**src/svk_cauchy_stress_assert.svh**
```systemverilog
// Assertion macros shared by the stress block.
// Each macro checks on the rising edge of clk and is held off during rst.
`ifndef SVK_CAUCHY_STRESS_ASSERT_SVH
`define SVK_CAUCHY_STRESS_ASSERT_SVH

// Same-cycle implication.
`define SVK_ASSERT_IMP(label, ante, cons, msg) \
  label: assert property (@(posedge clk) disable iff (rst) (ante) |-> (cons)) \
    else $error(msg);

// Next-cycle implication.
`define SVK_ASSERT_NXT(label, ante, cons, msg) \
  label: assert property (@(posedge clk) disable iff (rst) (ante) |=> (cons)) \
    else $error(msg);

`endif

```
**src/svk_wmul.sv**
```systemverilog
// ----------------------------------------------------------------------------
// svk_wmul
// Signed wide multiplier: 33x33 limb products in one stage, sum in the next.
// ----------------------------------------------------------------------------
module svk_wmul #(
  parameter int AW = 32,
  parameter int BW = 32
) (
  input  logic                 clk,
  input  logic                 en,
  input  logic signed [AW-1:0] a,
  input  logic signed [BW-1:0] b,
  output logic signed [AW+BW-1:0] p
);

  localparam int LW = 32;
  localparam int NA = (AW + LW - 1) / LW;
  localparam int NB = (BW + LW - 1) / LW;
  localparam int PW = AW + BW;

  logic signed [NA*LW-1:0] a_ext;
  logic signed [NB*LW-1:0] b_ext;
  logic signed [LW:0]      la [NA];
  logic signed [LW:0]      lb [NB];
  logic signed [2*LW+1:0]  pp [NA][NB];
  logic signed [PW-1:0]    acc;

  assign a_ext = (NA*LW)'(a);
  assign b_ext = (NB*LW)'(b);

  // Lower limbs are unsigned, the top limb carries the sign.
  for (genvar gi = 0; gi < NA; gi++) begin : g_la
    assign la[gi] = {(gi == NA - 1) ? a_ext[LW*gi+LW-1] : 1'b0, a_ext[LW*gi +: LW]};
  end
  for (genvar gj = 0; gj < NB; gj++) begin : g_lb
    assign lb[gj] = {(gj == NB - 1) ? b_ext[LW*gj+LW-1] : 1'b0, b_ext[LW*gj +: LW]};
  end

  for (genvar gi = 0; gi < NA; gi++) begin : g_pi
    for (genvar gj = 0; gj < NB; gj++) begin : g_pj
      always_ff @(posedge clk) begin
        if (en) begin
          pp[gi][gj] <= la[gi] * lb[gj];
        end
      end
    end
  end

  always_comb begin
    acc = '0;
    for (int i = 0; i < NA; i++) begin
      for (int j = 0; j < NB; j++) begin
        acc = acc + (PW'(pp[i][j]) <<< (LW * (i + j)));
      end
    end
  end

  always_ff @(posedge clk) begin
    if (en) begin
      p <= acc;
    end
  end

endmodule

```
**config.mk**
```make
export PLATFORM = sky130hd
export DESIGN_NAME = svk_wmul
export DESIGN_NICKNAME = d
export VERILOG_FILES = /design/src/svk_cauchy_stress_assert.svh /design/src/svk_wmul.sv
export SDC_FILE = /design/constraint.sdc
export NUM_CORES = 2
export LEC_CHECK = 0
export BUFFER_PORTS_ARGS = -buffer_cell sky130_fd_sc_hd__buf_2
export CAP_MARGIN = 20
export CORE_UTILIZATION = 55
export CTS_CLUSTER_DIAMETER = 80
export DETAILED_ROUTE_END_ITERATION = 8
export PLACE_DENSITY_LB_ADDON = 0.2
export SLEW_MARGIN = 25
export SYNTH_ARGS = -nofsm -noshare
export SYNTH_HDL_FRONTEND = slang
export SYNTH_SLANG_ARGS = --single-unit
```
**constraint.sdc**
```tcl
create_clock -name clk -period 18.87 [get_ports clk]
set_clock_uncertainty 0.05 [all_clocks]
set_input_delay 1.887 -clock clk [delete_from_list [all_inputs] [get_ports clk]]
set_output_delay 1.887 -clock clk [all_outputs]
set_load 0.005 [all_outputs]
```
Yosys cells after proc, flatten, opt, wreduce, memory -nomap -nowiden. Memory sizes are Yosys's and may differ from the RTL's. A register that Yosys moved wholly into a read port is not among the register bits. Index checks and enable logic that the tools add are counted.

Word-level logic and storage cells: 4. Bits in registers: 0. Memories kept: 1. RAM bits: 66. Input bits: 66. Output and inout port bits: 64.

Memory list: pp (words 1, width 66, rd ports 1, clocked after Yosys merged registers in 1, wr ports 1, RTL line svk_wmul.sv:25) `logic signed [2*LW+1:0] pp [NA][NB];`.

Multiplexer cells: 2. Multipliers: 1.

Operators by type and width (count): 32-bit by 32-bit multiplier with 64-bit output (1); 1-bit two-way mux (2).

Depth between registers and ports, before layout.
Depth in word-level cells: 2. Mapped depth: 29. Depth with buffers taken out: 27.

Least setup slack after synthesis. OpenSTA, ideal clock, no wires.

Path kind: input to register. From: input port a[31]. To: memory pp[0][59] in the netlist's numbering, data pin. Library setup time: 0.259 ns. Path buffers: 2. Required time: 18.561 ns. Data arrival time: 9.028 ns. Cell stages on the path: 27. Path slack: 9.532 ns. Cell sequence: clkbuf_1 > nand2_1 > inv_1 > fa_1 > inv_1 > fa_1 > inv_1 > fa_1 > fa_1 > inv_1 > fa_1 > inv_1 > fa_1 > inv_1 > fa_1 > inv_1 > fa_1 > ha_1 > clkbuf_1 > and4_1 > and2_1 > a221o_1 > a21o_1 > o211a_1 > o21a_1 > nor2_1 > xnor2_1.

Word-level cells in the longest chain between the ends: 1.

Ends and longest elaborated chain: start: declaration (RTL line svk_wmul.sv:11) `input logic signed [AW-1:0] a,`; 32-bit by 32-bit multiplier with 64-bit output (RTL line svk_wmul.sv:43) `pp[gi][gj] <= la[gi] * lb[gj];`; end: declaration (RTL line svk_wmul.sv:25).

No other way between the ends.

Worst setup path after layout.
From: input port a[31]. To: memory pp[0][64] in the netlist's numbering, data pin.

The elaborated chain is that of the path after synthesis.

==> PnR_summary.wiki <==
{| class="wikitable"
! Metric !! Value
|-
| Worst rel slew slack || 27.6%
|-
| Leading cell types in the layout, fill and taps excluded || sky130_fd_sc_hd__fa_1, sky130_fd_sc_hd__inv_1, sky130_fd_sc_hd__nand2_1, sky130_fd_sc_hd__and2_1, sky130_fd_sc_hd__ha_1
|-
| Clock buffer count from CTS || 17
|-
| Number of instances in the synthesized netlist || 3992
|-
| Post-synth net total || 5324
|-
| Share of the synthesized area in compound gates (AO/OA/AOI/OAI) || 3.22%
|-
| DIE WIDTH || roughly 270 um
|-
| WP data arrival || 9.99 ns
|-
| Average wire length per cell after detail routing || 20.3 um
|-
| Setup violations, final || 0
|-
| RSZ-0062 raised after global routing || no
|-
| Worst stage delay on the critical path || 0.80 ns
|-
| Max-cap viol count || 0
|-
| Post-Route WL || 99700 um
|-
| CP startpoint kind || input port
|-
| First-pass GRT wire length || 162000 um
|-
| Fmax || just over 100 MHz
|-
| Global-route congestion overflow total || 0
|-
| Count of hold buffers inserted by post-cts repair || 0
|-
| Total negative slack || 0 ns
|-
| Core Area || approximately 72000 um^2
|-
| Boundary Pins || 130
|-
| Final hold violations || 0
|-
| Path type of the worst setup path || in2reg
|-
| Initial DRC count || 1463
|-
| DR pass1 iterations || 5
|-
| Number of synthesized flops with an enable pin || 128
|-
| Critical path capture point type || flip-flop
|-
| Register bit count reported by yosys || 128
|-
| Sinks on Clock Net || 128
|-
| Number of nets with antenna violations after detailed routing || 0
|-
| Simple-gate share of the synthesized area || 14.6%
|-
| GRT Overall Usage || between 20 and 30%
|-
| Period Utilization, post-route || 52.4%
|-
| Proportion of synthesized chip area in sequential cells || 9.64%
|-
| CTS max path bufs || 2
|-
| Average cell area after synthesis || around 10 um^2
|-
| Proportion of layout cells with a drive suffix above 1 || 4.38%
|-
| Worst hold path class || reg2reg
|-
| Buffer count from post-CTS setup fixing || 0
|-
| Die outline height || 271 um
|-
| Initial core utilization || about 56%
|-
| Worst slew pin tran || around 1.1 ns
|-
| Input/output buffers || 129
|-
| HPWL Detailed || 82100 um
|-
| DRC || 0
|-
| Run status || finished, final reports clean
|-
| Initial antenna violation count || 2
|-
| Distinct cells, synth || 50
|-
| # rows || around 100
|-
| Root Buffer Master || sky130_fd_sc_hd__clkbuf_16
|-
| Most prevalent standard cell on the critical path || sky130_fd_sc_hd__fa_1
|-
| # H-tree levels || 4
|-
| Warning count from the yosys run || 0
|-
| Library cell contributing the largest single delay on the critical path || sky130_fd_sc_hd__fa_1
|-
| Count of cells resized by post-cts repair || 0
|-
| FFs w/ async S/R, synth || 0%
|-
| Largest net degree at the start of global routing || 74
|-
| Via count normalized by instance count || 5.42
|-
| Clk slew on worst S/H paths || 0.06 ns
|-
| Arithmetic-cell share of the synthesized area counting full adders, half adders and majority gates || 60.1%
|-
| Min cycle time layout || 9.88 ns
|-
| Final net count || 5267
|-
| Layout overhead on the synthesized area || 4.19%
|-
| Clock latency on the worst-skew pair || 0.41 ns
|-
| Clock tree from TritonCTS || yes
|-
| Routability-driven placement congestion ratio || 0.920
|-
| Via count of the routed design || 26600
|-
| Combinational family with the most area after synthesis || adder cells
|-
| Total count of max-transition violations in the final report || 0
|-
| Most common cell after layout, fill and taps aside || sky130_fd_sc_hd__fa_1
|-
| Ys flop type || sky130_fd_sc_hd__edfxtp_1
|-
| Syn Std Cell Area || 39900 um^2
|-
| Parity-gate share of the synthesized area counting xor and xnor cells || under 10%
|-
| Maximum net fanout on the critical path || 32
|-
| Multiplexer fraction of the synthesized cell area || 0%
|-
| Number of global-route vias before repair || 29100
|-
| Data required time at the worst endpoint || 18.98 ns
|-
| Area enclosed by the die boundary || 73600 um^2
|}
==> cell type report <==
class                      instances  area (um^2)
tap                              950         1190
fill                            6345        30100
multi-input combinational       2708        31700
inverter                         947         3550
clock inverter                    14          158
antenna                            2         5.00
sequential                       128         3840
clock buffer                      18          429
timing repair buffer             133          678
==> worst max-delay path, delay by kind of cell <==
family	cells	cell delay (ns)
compound gates	5	1.07
buf+inv	8	1.65
xor+xnor	1	0.11
simple gates	3	0.67
fa+ha+maj	9	4.58
==> logic make-up (layout without fill, tap and decap cells) <==
kind of cell               after synthesis  count (layout)
adders and majority gates             1266            1266
and+or+nand+nor                       1166            1166
buffers and inverters                 1156            1112
AOI/OAI and AO/OA                      205             205
DFF                                    128             128
xor gates and xnor gates                71              71
other                                    0               2
==> stage by stage <==
stage	cells	hold WS [ns]	area, um^2	worst slack (ns)	utilization (%)
3_3_place_gp	4866	0.353	41000	8.76	57.2
3_5_place_dp	4866	0.355	41000	8.58	57.2
2_1_floorplan	3992	0.350	39900	9.53	-
6_report	4900	0.359	41600	8.99	58.0
5_1_grt	4899	0.365	41500	8.54	58.0
4_1_cts	4898	0.362	41500	9.03	58.0
==> state kept, by name, summed over array words and instances (netlist names) <==
name / count
pp: 64
p: 64
==> metal layers <==
metal	wire (um)	vias to the layer above	GRT usage [%]	share of wire, %
li1	-	11400	-	-
met4	5240	0	13.4	5.3
met5	0	-	0	0
met2	53600	741	51.1	54
met1	37200	14200	34.8	37
met3	3700	218	2.72	3.7
==> cells in the mapped netlist (3+ instances only) <==
| cell | count | area share, % |
|---|---|---|
| sky130_fd_sc_hd__a211oi_1 | 5 | 0.094 |
| sky130_fd_sc_hd__a21o_1 | 23 | 0.43 |
| sky130_fd_sc_hd__a21oi_1 | 73 | 0.92 |
| sky130_fd_sc_hd__a221o_1 | 3 | 0.075 |
| sky130_fd_sc_hd__a311oi_1 | 3 | 0.066 |
| sky130_fd_sc_hd__a31oi_1 | 5 | 0.078 |
| sky130_fd_sc_hd__and2_1 | 519 | 8.1 |
| sky130_fd_sc_hd__and3_1 | 4 | 0.063 |
| sky130_fd_sc_hd__clkbuf_1 | 208 | 2.0 |
| sky130_fd_sc_hd__edfxtp_1 | 128 | 9.6 |
| sky130_fd_sc_hd__fa_1 | 1082 | 54 |
| sky130_fd_sc_hd__ha_1 | 184 | 5.8 |
| sky130_fd_sc_hd__inv_1 | 947 | 8.9 |
| sky130_fd_sc_hd__nand2_1 | 521 | 4.9 |
| sky130_fd_sc_hd__nand2b_1 | 13 | 0.20 |
| sky130_fd_sc_hd__nand3_1 | 13 | 0.16 |
| sky130_fd_sc_hd__nand4_1 | 10 | 0.16 |
| sky130_fd_sc_hd__nor2_1 | 58 | 0.55 |
| sky130_fd_sc_hd__nor2b_1 | 4 | 0.063 |
| sky130_fd_sc_hd__nor3_1 | 10 | 0.13 |
| sky130_fd_sc_hd__nor4_1 | 4 | 0.063 |
| sky130_fd_sc_hd__o211ai_1 | 5 | 0.094 |
| sky130_fd_sc_hd__o21a_1 | 7 | 0.13 |
| sky130_fd_sc_hd__o21ai_0 | 39 | 0.49 |
| sky130_fd_sc_hd__o21ai_1 | 7 | 0.088 |
| sky130_fd_sc_hd__o21bai_1 | 12 | 0.23 |
| sky130_fd_sc_hd__or3_1 | 3 | 0.047 |
| sky130_fd_sc_hd__xnor2_1 | 52 | 1.1 |
| sky130_fd_sc_hd__xor2_1 | 19 | 0.42 |
==> worst paths after layout <==
check                           startpoint        end  slack, ns  cells past startpoint
worst max-delay path                 a[31]  pp[0][64]       8.99                     26
worst min-delay path              pp[0][1]       p[1]       0.36                      0
worst max register to register   pp[0][50]      p[50]      18.08                      0
worst min register to register    pp[0][1]       p[1]       0.36                      0
Power is not shown: default switching activity piles up to over one toggle a cycle in this logic, so the estimate is an artifact.
